`src/sv/arp_cache_insert_lookup_top_defines.svh`:
```
// Assertion macros for the file that carries concurrent checks.
// Each macro expects i_clk and i_rst_n to be visible where it is used.
`ifndef ARP_CACHE_INSERT_LOOKUP_TOP_DEFINES_SVH
`define ARP_CACHE_INSERT_LOOKUP_TOP_DEFINES_SVH

// The consequent must hold in the same cycle as the antecedent.
`define ARPC_ASSERT_IMP(label, ante, cons) \
    label: assert property (@(posedge i_clk) disable iff (!i_rst_n) (ante) |-> (cons)) \
        else $error("arp cache check failed");

// The consequent must hold in the cycle after the antecedent.
`define ARPC_ASSERT_NEXT(label, ante, cons) \
    label: assert property (@(posedge i_clk) disable iff (!i_rst_n) (ante) |=> (cons)) \
        else $error("arp cache check failed");

`endif

```
`src/sv/arpc_pkg.sv`:
```
package arpc_pkg;

    localparam int IP_W  = 32;
    localparam int MAC_W = 48;
    localparam int ST_W  = 2;

    // Result status codes.
    typedef enum logic [ST_W-1:0] {
        ST_OK   = 2'd0,
        ST_FULL = 2'd1,
        ST_MISS = 2'd2
    } t_status;

    // Request modes.
    typedef enum logic {
        MODE_INSERT = 1'b0,
        MODE_LOOKUP = 1'b1
    } t_mode;

    // Outcome of comparing the request key against one stored entry.
    typedef struct packed {
        logic ip_eq;
        logic pair_eq;
    } t_match;

endpackage

```
`src/sv/arpc_if.sv`:
```
interface arpc_req_if;
    logic                          valid;
    logic                          ready;
    logic                          mode;
    logic [arpc_pkg::IP_W-1:0]     ip_addr;
    logic [arpc_pkg::MAC_W-1:0]    mac_addr;

    modport source (output valid, mode, ip_addr, mac_addr, input ready);
    modport sink   (input valid, mode, ip_addr, mac_addr, output ready);
endinterface

interface arpc_rsp_if;
    logic                          valid;
    logic                          ready;
    logic [arpc_pkg::ST_W-1:0]     status;
    logic [arpc_pkg::MAC_W-1:0]    found_mac;

    modport source (output valid, status, found_mac, input ready);
    modport sink   (input valid, status, found_mac, output ready);
endinterface

```
`src/sv/arpc_ram.sv`:
```
module arpc_ram #(
    parameter int WIDTH = 8,
    parameter int DEPTH = 16
) (
    input  logic                                    i_clk,
    input  logic                                    i_we,
    input  logic [(DEPTH > 1 ? $clog2(DEPTH) : 1)-1:0] i_waddr,
    input  logic [WIDTH-1:0]                        i_wdata,
    input  logic [(DEPTH > 1 ? $clog2(DEPTH) : 1)-1:0] i_raddr,
    output logic [WIDTH-1:0]                        o_rdata
);

    logic [WIDTH-1:0] r_mem [DEPTH];
    logic [WIDTH-1:0] r_rdata;

    always_ff @(posedge i_clk) begin
        if (i_we) begin
            r_mem[i_waddr] <= i_wdata;
        end
        r_rdata <= r_mem[i_raddr];
    end

    assign o_rdata = r_rdata;

endmodule

```
`src/sv/arpc_match.sv`:
```
module arpc_match (
    input  logic [arpc_pkg::IP_W-1:0]  i_key_ip,
    input  logic [arpc_pkg::MAC_W-1:0] i_key_mac,
    input  logic [arpc_pkg::IP_W-1:0]  i_entry_ip,
    input  logic [arpc_pkg::MAC_W-1:0] i_entry_mac,
    output arpc_pkg::t_match           o_match
);

    logic ip_eq;
    logic mac_eq;

    assign ip_eq   = (i_key_ip == i_entry_ip);
    assign mac_eq  = (i_key_mac == i_entry_mac);

    assign o_match.ip_eq   = ip_eq;
    assign o_match.pair_eq = ip_eq && mac_eq;

endmodule

```
`src/sv/arp_cache_insert_lookup_top.sv`:
```
// Append-only ARP cache of IPv4-to-MAC pairs. Each request is an insert or a lookup
// and yields exactly one response. The entries sit in one synchronous RAM of
// TABLE_DEPTH words (IP and MAC side by side) and a request scans them oldest first,
// one read issued per cycle with each compare in the cycle after its read. A request
// is accepted in the idle state, then scans (ending early on a hit, and at once when
// the table is empty), then moves its answer into the output register. The RAM read
// port and the single-entry comparator pace the scan. An insert on a full table skips
// the scan. The output register lets a new request enter while the previous response
// still waits to be taken. There is no clearing pass after reset: only the first
// count entries are ever read.
`include "arp_cache_insert_lookup_top_defines.svh"

module arp_cache_insert_lookup_top #(
    parameter int TABLE_DEPTH = 16
) (
    input  logic        i_clk,
    input  logic        i_rst_n,
    arpc_req_if.sink    i_req,
    arpc_rsp_if.source  o_rsp
);

    localparam int IW = (TABLE_DEPTH > 1) ? $clog2(TABLE_DEPTH) : 1;
    localparam int CW = $clog2(TABLE_DEPTH + 1);
    localparam int EW = arpc_pkg::IP_W + arpc_pkg::MAC_W;

    typedef enum logic [1:0] {
        S_IDLE,
        S_SCAN,
        S_RESP
    } t_state;

    t_state                      r_state,      n_state;
    logic                        r_mode,       n_mode;
    logic [arpc_pkg::IP_W-1:0]   r_ip,         n_ip;
    logic [arpc_pkg::MAC_W-1:0]  r_mac,        n_mac;
    logic [CW-1:0]               r_count,      n_count;
    logic [CW-1:0]               r_rd_idx,     n_rd_idx;
    logic                        r_cmp_valid,  n_cmp_valid;
    logic [CW-1:0]               r_cmp_idx,    n_cmp_idx;
    arpc_pkg::t_status           r_p_status,   n_p_status;
    logic [arpc_pkg::MAC_W-1:0]  r_p_mac,      n_p_mac;
    logic                        r_out_valid,  n_out_valid;
    arpc_pkg::t_status           r_out_status, n_out_status;
    logic [arpc_pkg::MAC_W-1:0]  r_out_mac,    n_out_mac;

    logic                        ram_we;
    logic [IW-1:0]               ram_waddr;
    logic [EW-1:0]               ram_wdata;
    logic [IW-1:0]               ram_raddr;
    logic [EW-1:0]               ram_rdata;
    logic [arpc_pkg::IP_W-1:0]   entry_ip;
    logic [arpc_pkg::MAC_W-1:0]  entry_mac;
    arpc_pkg::t_match            match;

    logic                        table_full;
    logic                        hit;
    logic                        last_cmp;
    logic                        issue;

    // Entry storage: IP in the upper bits, MAC in the lower bits.
    arpc_ram #(
        .WIDTH (EW),
        .DEPTH (TABLE_DEPTH)
    ) u_ram (
        .i_clk   (i_clk),
        .i_we    (ram_we),
        .i_waddr (ram_waddr),
        .i_wdata (ram_wdata),
        .i_raddr (ram_raddr),
        .o_rdata (ram_rdata)
    );

    assign entry_ip  = ram_rdata[EW-1 -: arpc_pkg::IP_W];
    assign entry_mac = ram_rdata[arpc_pkg::MAC_W-1:0];

    arpc_match u_match (
        .i_key_ip    (r_ip),
        .i_key_mac   (r_mac),
        .i_entry_ip  (entry_ip),
        .i_entry_mac (entry_mac),
        .o_match     (match)
    );

    // A lookup matches on the IP alone, an insert looks for the exact pair.
    assign hit        = (r_mode == arpc_pkg::MODE_LOOKUP) ? match.ip_eq : match.pair_eq;
    assign table_full = (r_count == CW'(TABLE_DEPTH));
    assign last_cmp   = ((r_cmp_idx + CW'(1)) == r_count);
    assign issue      = (r_rd_idx < r_count);

    // The RAM write happens in the cycle that ends a scan, and the next scan issues
    // its first read only after the response and idle states, so a read never meets a
    // write to the same entry and no forwarding is needed.
    always_comb begin
        n_state      = r_state;
        n_mode       = r_mode;
        n_ip         = r_ip;
        n_mac        = r_mac;
        n_count      = r_count;
        n_rd_idx     = r_rd_idx;
        n_cmp_valid  = 1'b0;
        n_cmp_idx    = r_cmp_idx;
        n_p_status   = r_p_status;
        n_p_mac      = r_p_mac;
        n_out_valid  = r_out_valid;
        n_out_status = r_out_status;
        n_out_mac    = r_out_mac;

        ram_we    = 1'b0;
        ram_waddr = r_count[IW-1:0];
        ram_wdata = {r_ip, r_mac};
        ram_raddr = r_rd_idx[IW-1:0];

        if (r_out_valid && o_rsp.ready) begin
            n_out_valid = 1'b0;
        end

        unique case (r_state)
            S_IDLE: begin
                if (i_req.valid) begin
                    n_mode   = i_req.mode;
                    n_ip     = i_req.ip_addr;
                    n_mac    = i_req.mac_addr;
                    n_rd_idx = '0;
                    // A full table rejects an insert before any duplicate check.
                    if (i_req.mode == arpc_pkg::MODE_INSERT && table_full) begin
                        n_p_status = arpc_pkg::ST_FULL;
                        n_p_mac    = '0;
                        n_state    = S_RESP;
                    end else begin
                        n_state = S_SCAN;
                    end
                end
            end
            S_SCAN: begin
                if (issue) begin
                    n_rd_idx = r_rd_idx + CW'(1);
                end
                n_cmp_valid = issue;
                n_cmp_idx   = r_rd_idx;
                if (r_cmp_valid && hit) begin
                    // Oldest match wins; a duplicate insert changes nothing.
                    n_p_status  = arpc_pkg::ST_OK;
                    n_p_mac     = (r_mode == arpc_pkg::MODE_LOOKUP) ? entry_mac : '0;
                    n_cmp_valid = 1'b0;
                    n_state     = S_RESP;
                end else if ((r_count == '0) || (r_cmp_valid && last_cmp)) begin
                    n_p_mac     = '0;
                    n_cmp_valid = 1'b0;
                    n_state     = S_RESP;
                    if (r_mode == arpc_pkg::MODE_LOOKUP) begin
                        n_p_status = arpc_pkg::ST_MISS;
                    end else begin
                        ram_we     = 1'b1;
                        n_count    = r_count + CW'(1);
                        n_p_status = arpc_pkg::ST_OK;
                    end
                end
            end
            S_RESP: begin
                if (!r_out_valid || o_rsp.ready) begin
                    n_out_valid  = 1'b1;
                    n_out_status = r_p_status;
                    n_out_mac    = r_p_mac;
                    n_state      = S_IDLE;
                end
            end
            default: begin
                n_state = S_IDLE;
            end
        endcase
    end

    always_ff @(posedge i_clk) begin
        if (!i_rst_n) begin
            r_state     <= S_IDLE;
            r_count     <= '0;
            r_rd_idx    <= '0;
            r_cmp_valid <= 1'b0;
            r_out_valid <= 1'b0;
        end else begin
            r_state     <= n_state;
            r_count     <= n_count;
            r_rd_idx    <= n_rd_idx;
            r_cmp_valid <= n_cmp_valid;
            r_out_valid <= n_out_valid;
        end
        r_mode       <= n_mode;
        r_ip         <= n_ip;
        r_mac        <= n_mac;
        r_cmp_idx    <= n_cmp_idx;
        r_p_status   <= n_p_status;
        r_p_mac      <= n_p_mac;
        r_out_status <= n_out_status;
        r_out_mac    <= n_out_mac;
    end

    assign i_req.ready     = (r_state == S_IDLE);
    assign o_rsp.valid     = r_out_valid;
    assign o_rsp.status    = r_out_status;
    assign o_rsp.found_mac = r_out_mac;

    // The entry count never passes the table size.
    `ARPC_ASSERT_IMP(a_count_bound, 1'b1, r_count <= CW'(TABLE_DEPTH))

    // An insert that meets a full table leaves the count alone.
    `ARPC_ASSERT_NEXT(a_full_no_grow,
        i_req.valid && i_req.ready && (i_req.mode == arpc_pkg::MODE_INSERT) && table_full,
        r_count == $past(r_count))

    // Every RAM write appends exactly one entry.
    `ARPC_ASSERT_NEXT(a_write_grows, ram_we, r_count == $past(r_count) + CW'(1))

    // Read data is compared only while a scan is running.
    `ARPC_ASSERT_IMP(a_cmp_in_scan, r_cmp_valid, r_state == S_SCAN)

endmodule

```
`src/flat_wrapper.sv`:
```
// flat-port wrapper written by rule: the top's interface ports become plain ports
module arp_cache_insert_lookup_top_flat 
#(
    parameter int TABLE_DEPTH = 16
)
  (i_clk, i_rst_n, i_req_valid, i_req_mode, i_req_ip_addr, i_req_mac_addr, i_req_ready, o_rsp_valid, o_rsp_status, o_rsp_found_mac, o_rsp_ready);
  arpc_req_if i_req_i ();
  arpc_rsp_if o_rsp_i ();
  input  logic i_clk;
  input  logic i_rst_n;
  input wire logic [$bits(i_req_i.valid)-1:0] i_req_valid;
  input wire logic [$bits(i_req_i.mode)-1:0] i_req_mode;
  input wire logic [$bits(i_req_i.ip_addr)-1:0] i_req_ip_addr;
  input wire logic [$bits(i_req_i.mac_addr)-1:0] i_req_mac_addr;
  output wire logic [$bits(i_req_i.ready)-1:0] i_req_ready;
  output wire logic [$bits(o_rsp_i.valid)-1:0] o_rsp_valid;
  output wire logic [$bits(o_rsp_i.status)-1:0] o_rsp_status;
  output wire logic [$bits(o_rsp_i.found_mac)-1:0] o_rsp_found_mac;
  input wire logic [$bits(o_rsp_i.ready)-1:0] o_rsp_ready;
  assign i_req_i.valid = i_req_valid;
  assign i_req_i.mode = i_req_mode;
  assign i_req_i.ip_addr = i_req_ip_addr;
  assign i_req_i.mac_addr = i_req_mac_addr;
  assign i_req_ready = i_req_i.ready;
  assign o_rsp_valid = o_rsp_i.valid;
  assign o_rsp_status = o_rsp_i.status;
  assign o_rsp_found_mac = o_rsp_i.found_mac;
  assign o_rsp_i.ready = o_rsp_ready;
  arp_cache_insert_lookup_top #(.TABLE_DEPTH(TABLE_DEPTH)) u_core (.i_clk(i_clk), .i_rst_n(i_rst_n), .i_req(i_req_i), .o_rsp(o_rsp_i));
endmodule
```
`config.mk`:
```
export PLATFORM = sky130hd
export DESIGN_NAME = arp_cache_insert_lookup_top_flat
export DESIGN_NICKNAME = d
export VERILOG_FILES = /design/src/sv/arpc_pkg.sv /design/src/sv/arpc_if.sv /design/src/sv/arpc_ram.sv /design/src/sv/arpc_match.sv /design/src/sv/arp_cache_insert_lookup_top.sv /design/src/flat_wrapper.sv
export VERILOG_INCLUDE_DIRS = /design/src /design/src/sv
export SDC_FILE = /design/constraint.sdc
export NUM_CORES = 1
export LEC_CHECK = 0
export BUFFER_PORTS_ARGS = -buffer_cell sky130_fd_sc_hd__buf_2
export CORE_ASPECT_RATIO = 0.75
export CORE_MARGIN = 3
export CORE_UTILIZATION = 58
export CTS_BUF_LIST = sky130_fd_sc_hd__clkbuf_2
export CTS_CLUSTER_SIZE = 12
export DETAILED_ROUTE_END_ITERATION = 12
export GPL_ROUTABILITY_DRIVEN = 0
export HOLD_SLACK_MARGIN = 0.02
export MAX_ROUTING_LAYER = met4
export PLACE_DENSITY = 0.75
export SLEW_MARGIN = 20
export SYNTH_ARGS = -nofsm -noshare
export SYNTH_HDL_FRONTEND = slang
export SYNTH_HIERARCHICAL = 1
export SYNTH_SLANG_ARGS = --single-unit
```
`constraint.sdc`:
```
create_clock -name i_clk -period 15.75 [get_ports i_clk]
set_input_delay 2.3625 -clock i_clk [delete_from_list [all_inputs] [get_ports i_clk]]
set_output_delay 2.3625 -clock i_clk [all_outputs]
set_load 0.05 [all_outputs]
```
[Yosys cells after proc, flatten, opt, wreduce, memory -nomap -nowiden]
Memory sizes are Yosys's and may differ from the RTL's. A register that Yosys moved wholly into a read port is not among the register bits.
Cells that the tools add are included.
Cells by class
  add/subtract/negate cells: 3
  $lt $le $gt $ge: 1
  eq/ne operators: 11
  mux-type cells: 31
  bitwise operators: 5
  reductions and logical operators: 18
Operators with widths (count)
  48-bit 2-to-1 mux: 5
  48-bit one-hot mux with 2 select lines: 1
  48-bit == test: 1
  32-bit == test: 1
  2-bit 2-to-1 mux: 10
  5-bit by 1-bit adder with 5-bit output (second input constant): 3
  1-bit 2-to-1 mux: 10
  5-bit 2-to-1 mux: 2
  5-bit one-hot mux with 2 select lines: 1
  4-bit AND reduction: 2
  2-bit by 1-bit != test with 1-bit output (second input constant): 3
  2-bit one-hot mux with 3 select lines: 1
  3-bit AND reduction: 2
  5-bit == test: 1
  5-bit == test (second input constant): 1
  1-bit logical AND: 5
  5-bit zero test: 1
  5-bit less-than comparator: 1
  1-bit NOT: 5
  2-bit one-hot mux with 2 select lines: 1
  2-bit AND reduction: 2
  4-bit OR reduction: 1
  3-bit by 1-bit != test with 1-bit output (second input constant): 1
  2-bit by 1-bit == test with 1-bit output (second input constant): 1
  6 further kinds: 7
Storage, ports and cells
  bits in registers: 200
  memory bits (writable): 1280
  bits of input ports: 85
  output and inout port bits: 52
  logic and storage cells: 83
  memories: 1
Memories
  u_core.u_ram.r_mem: depth 16, bits a word 80, rd ports 1, clocked after memory_dff 1, write ports 1, RTL line arpc_ram.sv:13  | logic [WIDTH-1:0] r_mem [DEPTH];

[Depth between registers and ports, before layout]
Gate-level depths: netlist of run 1.
  depth in word-level cells: 9
  gate-level depth with buffers: 10
  mapped depth without buffers: 10

[Modules after synthesis]
Netlist of run 1, hierarchy kept.
Modules (own cells, without submodules)
  arpc_ram: instances 1, cells an instance 2054, area each 49422.4 sq um, sequential area each 40038.4 sq um
  arp_cache_insert_lookup_top: instances 1, cells an instance 349, area each 6817.8 sq um, sequential area each 5865.6 sq um
  arpc_match: instances 1, cells an instance 108, area each 879.6 sq um, sequential area each 0.0 sq um

[Least setup slack after synthesis of run 1]
Ideal clock, no wire load.
  kind: register to register
  from: register u_core.r_cmp_idx[0]
  to: memory u_core/u_ram/r_mem[0][0] (netlist name) (enable)
  setup time: 616 ps
  data arrival time: 7576 ps
  required time: 15134 ps
  setup slack: 7558 ps
  cell stages (with the launch flop): 9
  path buffers: 1
  period minus slack after synthesis: 8192 ps
  cell sequence: edfxtp_1 -> ha_1 -> xnor3_1 -> nand4_1 -> o32ai_2 -> and3_1 -> buf_4 -> or3b_2 -> nor3_1
On the way
  cells in the longest elaborated chain, start to end: 9
Ends and longest elaborated chain
  start: declaration: RTL line arp_cache_insert_lookup_top.sv:39  | logic [CW-1:0] r_cmp_idx, n_cmp_idx;
  start signal: assignment: RTL line arp_cache_insert_lookup_top.sv:190  | r_cmp_idx <= n_cmp_idx;
  5-bit by 1-bit adder with 5-bit output: RTL line arp_cache_insert_lookup_top.sv:87  | assign last_cmp = ((r_cmp_idx + CW'(1)) == r_count);
  5-bit == test: RTL line arp_cache_insert_lookup_top.sv:87
  1-bit logical AND: RTL line arp_cache_insert_lookup_top.sv:146  | end else if ((r_count == '0) || (r_cmp_valid && last_cmp)) begin
  1-bit logical OR: RTL line arp_cache_insert_lookup_top.sv:146
  1-bit 2-to-1 mux: RTL line arp_cache_insert_lookup_top.sv:146
  1-bit 2-to-1 mux: RTL line arp_cache_insert_lookup_top.sv:140  | if (r_cmp_valid && hit) begin
  1-bit 2-to-1 mux: RTL line arp_cache_insert_lookup_top.sv:117  | unique case (r_state)
  via u_core.ram_we: RTL line arp_cache_insert_lookup_top.sv:46  | logic ram_we;
  1-bit 2-to-1 mux: RTL line arpc_ram.sv:17  | if (i_we) begin
  1-bit 2-to-1 mux (not written as such): RTL line arpc_ram.sv:18  | r_mem[i_waddr] <= i_wdata;
  end: declaration: RTL line arpc_ram.sv:13
The timed path passes the listed nets, and every way through them passes these cells.

==> results of run 1 <==
registers in the layout, summed over array words and instances, names as in the netlist:
signal	flops
u_core/u_ram/r_mem	1280
u_core/u_ram/o_rdata	80
u_core/o_rsp.found_mac	48
u_core/r_mac	48
u_core/r_p_mac	48
u_core/r_ip	32
u_core/r_cmp_idx	5
u_core/r_count	5
u_core/r_rd_idx	5
u_core/o_rsp.status	2
u_core/r_p_status	2
u_core/r_state	2
u_core/o_rsp.valid	1
u_core/r_cmp_valid	1
u_core/r_mode	1
per-layer routing:
layer  track usage  part of all wire  vias to the layer above
met3       0.05638             0.099                      235
met1        0.3694              0.40                    14520
met4        0.1023             0.026                        0
li1              -                 -                    11610
met5             -                 0                        -
met2        0.3843              0.48                     1672
final timing paths:
path / startpoint / to / cells after the start
worst min-delay path: u_core/r_p_mac[3] / u_core/o_rsp.found_mac[3] / 0
worst max register to register: u_core/r_rd_idx[0] / u_core/u_ram/o_rdata[55] / 7
worst max-delay path: u_core/r_rd_idx[0] / u_core/u_ram/o_rdata[55] / 7
worst min register to register: u_core/r_p_mac[3] / u_core/o_rsp.found_mac[3] / 0
final cells by class:
cell class | count | area [um^2]
sequential | 1560 | 45910
fill | 6502 | 34770
multi-input combinational | 827 | 10760
clock buffer | 562 | 2813
tap | 1313 | 1643
timing repair buffer | 192 | 1105
clock inverter | 72 | 437.9
inverter | 9 | 36.28
antenna | 4 | 10.01
cells by family after synthesis:
| family | after synthesis |
|---|---|
| flops | 1560 |
| simple gates | 224 |
| xor+xnor | 90 |
| compound gates | 184 |
| mux | 321 |
| fa+ha+maj | 8 |
| buf+inv | 124 |
per-stage QoR:
stage / setup WS, ps / hold slack [ps] / area, um^2 / cells / power (mW)
global placement: 10440 / 402.4 / 59450 / 3901 / 4.872
floorplan: 7558 / 400.3 / 57120 / 2511 / 4.805
CTS: 10280 / 427.1 / 62700 / 4535 / 7.384
finish: 10740 / 426.4 / 62710 / 4539 / 7.309
detailed placement: 10330 / 404.5 / 59450 / 3901 / 4.882
global route: 10150 / 432.4 / 62710 / 4537 / 7.612
synth_stat cells, types with 4 or more instances:
| cell type | n | area [um^2] |
|---|---|---|
| edfxtp_1 | 1466 | 44020 |
| mux4_2 | 320 | 7207 |
| a22oi_1 | 160 | 1201 |
| dfxtp_1 | 94 | 1882 |
| nand2_1 | 88 | 330.3 |
| xnor2_1 | 54 | 473.0 |
| and2_1 | 52 | 325.3 |
| clkbuf_1 | 51 | 191.4 |
| xor2_1 | 35 | 306.5 |
| buf_2 | 23 | 115.1 |
| buf_1 | 22 | 82.58 |
| nor2_1 | 19 | 71.32 |
| nand4_1 | 17 | 106.4 |
| buf_6 | 13 | 146.4 |
| nor4_1 | 11 | 68.82 |
| a21oi_1 | 9 | 45.04 |
| inv_1 | 9 | 33.78 |
| ha_1 | 8 | 100.1 |
| nand3_1 | 7 | 35.03 |
| nor3_1 | 7 | 35.03 |
| buf_4 | 6 | 45.04 |
| nand2b_1 | 6 | 37.54 |
| o21ai_0 | 5 | 25.02 |
| and3_1 | 4 | 25.02 |
| o21a_1 | 4 | 30.03 |
power by group:
| group | leakage [nW] | internal (mW) | total [mW] | switching, mW |
|---|---|---|---|---|
| logic | 3.70 | 0.0494 | 0.133 | 0.0832 |
| clock network | 2.55 | 1.03 | 2.52 | 1.49 |
| registers | 14.0 | 4.58 | 4.65 | 0.0696 |
==> impl_results.md, run 1 <==
- Clk_lat worst skew: 1630 ps
- Initial DRT Pass Iterations: 7
- Synth Area in Simple Gates: 0.01974
- DR vias: 28030
- Post-synthesis adder-cell area fraction: 0.001752
- Vias per cell: 6.176
- Number of port buffers: 136
- CP Buf/Inv Count: 4
- DIE AREA: 0.1023 mm^2
- Total wire length: 127900 um
- Startpoint Class: flip-flop
- Netlist cell types: 41
- Outcome: finished clean
- Max-cap violations: 0
- Worst min path class: flip-flop to flip-flop
- Setup crit end kind: flip-flop
- RSZ-0062 raised after global routing: false
- Commonest cells after routing, fill and taps aside: edfxtp_1 (1466), clkbuf_2 (562), mux4_2 (320), a22oi_1 (160), buf_2 (136)
- Number of global-route vias before repair: 29120
- Clock transition at the registers of the reported paths: 110 ps
- Arrival time worst endpoint: 6470 ps
- Slew @ Worst Pin: 1128 ps
- Delay-heaviest family, CP: buffers and inverters
- Row count: 99
- Synth Net Count: 2604
- Avg Cell Area, Syn: 22.75 um^2
- Post-synthesis sequential area ratio: 0.8036
- Tmin final: 5012 ps
- Remaining antenna violation count: 0
- WP data required: 17200 ps
- Final #Nets: 3041
- Initial antenna violation count: 5
- Syn. warnings: 6
- Initial core utilization: 0.5859
- Fraction of registers with async set or reset after synthesis: 0
- R2R Setup Slk: 10740 ps
- Slew Limit Fails: 0
- Commonest non-fill, non-tap cell in the layout: edfxtp_1
- TritonCTS Buffers: 358
- Fin crit share: 0.3182
- Main combinational cell family by area after synthesis: multiplexers
- H-tree depth: 5
- First-pass GRT wire length: 187900 um
- I/O pin cnt: 137
- Largest net degree at the start of global routing: 72
- Critical path class: flip-flop to flip-flop
- Post-CTS setup buffer count: 0
- Slowest cell on the critical path: buf_4
- Layout Utilization: 0.6433
- Power Dens Cells: 116.5 mW/mm^2
- Relative slew slack: 0.2479
- Cell Chain, Critical Path: buf_4, buf_4, buf_4, buf_6, mux4_2, a22oi_1, nand2_1
- Drt initial violations: 3168
- Resize count post-CTS: 0
- Gr usage total: 0.2626
- Critical Path Most Common Cell: buf_4
- Xor/xnor share of the synthesized area: 0.01404
- #FFs+latches synth: 1560
- Setup TNS: 0 ps
- Cts hold-fix bufs: 0
- Clock Tree Buf Depth: 4
- Root buf cell: clkbuf_2
- Peak supply drop: 0.08231 mV
- Detailed-route DRC error count: 0
- Worst-path maximum fanout: 55
- Final setup viols: 0
- Mux cell area share after synthesis: 0.1264
- Grt total ovfl: 0
- Leakage Power: 20.29 nW
- Mapped Cells: 2511
- Synth Cell Area: 0.05712 mm^2
- Slowest Stage Delay on Critical Path: 840 ps
- Die Ht: 277.8 um
- Clock tree sinks: 1560
- WL/cell: 28.19 um
- Fmax: 0.1995 GHz
- Final Hold Fails: 0
- Number of synthesized flops with an enable pin: 1466
- Final Skew: 105.7 ps
- Area Growth Syn to Fin: 9.791%
- Synth Area in Compound Gates: 0.02370
- Share of cells above drive strength 1: 0.3485
- Core footprint: 0.09748 mm^2
- Detail Placement HPWL: 64020 um
- Die width: 368.4 um
- Main synth FF type: edfxtp_1
- CTS tree: done
Power figures use the tool's default switching activity.
==> run 2, diff against run 1 <==
==> constraint.sdc (replaced) <==
create_clock -name i_clk -period 4.7 [get_ports i_clk]
set_input_delay 0.705 -clock i_clk [delete_from_list [all_inputs] [get_ports i_clk]]
set_output_delay 0.705 -clock i_clk [all_outputs]
set_load 0.05 [all_outputs]
==> run 2 against run 1 <==
Final cell count is 4.3% higher. Total power rose to 3.4 times the previous value. Critical path depth increased by 3. Critical endpoint is now u_core/u_ram/r_mem[11][49]. Utilization up 2.3 points. Combinational power rose to 4.7 times the previous value.
==> impl_results.md, run 2 (synthesis results as in run 1) <==
- Outcome: finished clean
- Setup crit end kind: flip-flop
- Row count: 99
- Number of global-route vias before repair: 29650
- Setup TNS: 0 ps
- Final setup viols: 0
- Detail Placement HPWL: 66070 um
- DIE AREA: 0.1023 mm^2
- Die width: 368.4 um
- Startpoint Class: flip-flop
- I/O pin cnt: 137
- Clock tree sinks: 1560
- Initial core utilization: 0.5859
- Die Ht: 277.8 um
- Final Skew: 112.8 ps
- Clock Tree Buf Depth: 4
- Root buf cell: clkbuf_2
- Largest net degree at the start of global routing: 139
- Gr usage total: 0.2612
- Slew @ Worst Pin: 1130 ps
- Initial antenna violation count: 3
- Worst r2r src: u_core/r_ip[7]
- Worst-path maximum fanout: 56
- Max-cap violations: 0
- Resize count post-CTS: 0
- Final worst slack: 376.4 ps
- Core footprint: 0.09748 mm^2
- DR vias: 28480
- Arrival time worst endpoint: 5490 ps
- First-pass GRT wire length: 188200 um
- Total wire length: 126800 um
- Number of port buffers: 136
- WL/cell: 26.79 um
- Slew Limit Fails: 0
- Leakage Power: 21.18 nW
- Crit path from: u_core/r_ip[7]
- Tmin final: 4324 ps
- Post-CTS setup buffer count: 0
- CTS tree: done
- Commonest cells after routing, fill and taps aside: edfxtp_1 (1466), clkbuf_2 (579), mux4_2 (320), dlygate4sd3_1 (168), a22oi_1 (160)
- Area Growth Syn to Fin: 13.69%
- Fin crit share: 0.9199
- WP data required: 5870 ps
- Grt total ovfl: 0
- Peak supply drop: 0.2652 mV
- Power Dens Cells: 377.6 mW/mm^2
- RSZ-0062 raised after global routing: false
- Clk_lat worst skew: 1620 ps
- Remaining antenna violation count: 0
- Share of cells above drive strength 1: 0.3386
- Initial DRT Pass Iterations: 5
- TritonCTS Buffers: 360
- Relative slew slack: 0.2466
- Setup WS pre-CTS: 508.3 ps
- Clock transition at the registers of the reported paths: 120 ps
- Worst min path class: primary input to flip-flop
- Min-delay src: i_req_mac_addr[14]
- Top reg by flops: u_core/u_ram/r_mem
- Fmax: 0.2313 GHz
- H-tree depth: 5
- Commonest non-fill, non-tap cell in the layout: edfxtp_1
- Number of flip-flops under the largest register name: 1280
- Critical path class: flip-flop to flip-flop
- Vias per cell: 6.014
- Drt initial violations: 3240
- Final Hold Fails: 0
- Detailed-route DRC error count: 0
- Final #Nets: 3236
==> run 2: cell count changes in the layout (fill, tap and decap cells not counted), moves of 6 or more <==
cell           delta
clkinv_2          -6
dlygate4sd3_1   +168
clkinv_1          -7
clkbuf_2         +17
buf_12           +31
==> run 2: metrics by stage <==
step                  util  power (mW)  instances  hold WS (ps)  area [um^2]
finish              0.6662       24.52       4735         346.0        64940
global route        0.6662       25.57       4734         268.4        64940
CTS                 0.6661       24.77       4730         143.8        64930
detailed placement  0.6160       16.39       3926         404.5        60060
global placement    0.6160       16.35       3926         400.9        60060
floorplan                -       16.10       2511         400.3        57190
==> run 2: path summary, 6_finish.rpt <==
kind,to,slack [ps],depth (start not counted)
hold / removal,u_core/r_mac[14],350,3
hold reg to reg,u_core/o_rsp.status[1],370,0
setup / recovery,u_core/u_ram/r_mem[11][49],380,10
setup reg to reg,u_core/u_ram/r_mem[11][49],380,10
==> run 2: where the power goes <==
| group | internal, mW | switching (mW) | leakage [nW] |
|---|---|---|---|
| Clock | 3.36 | 4.99 | 2.55 |
| Sequential | 15.4 | 0.199 | 14.0 |
| Combinational | 0.277 | 0.342 | 4.59 |
| Total | 19.0 | 5.53 | 21.2 |
==> run 2: repair_timing <==
item                                   CTS  global route
hold buffers                           168             0
endpoints found under the hold margin  225             0
setup endpoints to repair                0             0
==> run 2: worst max-delay path: stages (launching register included) <==
cell      delay [ps]
edfxtp_1         690
xor2_1           260
nor4_1           100
nand4_1          180
nor2_2           150
and4_1           190
a21oi_1          210
and3_1           330
nand3b_1         350
nor2_4           950
buf_12           470
==> run 2: per-layer routing <==
metal	vias to the layer above	routed length, um	GRT usage
li1	11960	-	-
met1	14690	49920	0.3618
met2	1635	61790	0.3928
met3	193	12150	0.05467
met4	0	2977	0.09370
met5	-	0	-
==> run 2: layout make-up <==
cell class	count	area, um^2
antenna	5	12.51
clock buffer	579	2898
sequential	1560	45910
clock inverter	57	295.3
multi-input combinational	827	10790
inverter	9	36.28
tap	1313	1643
timing repair buffer	385	3358
fill	6252	32540
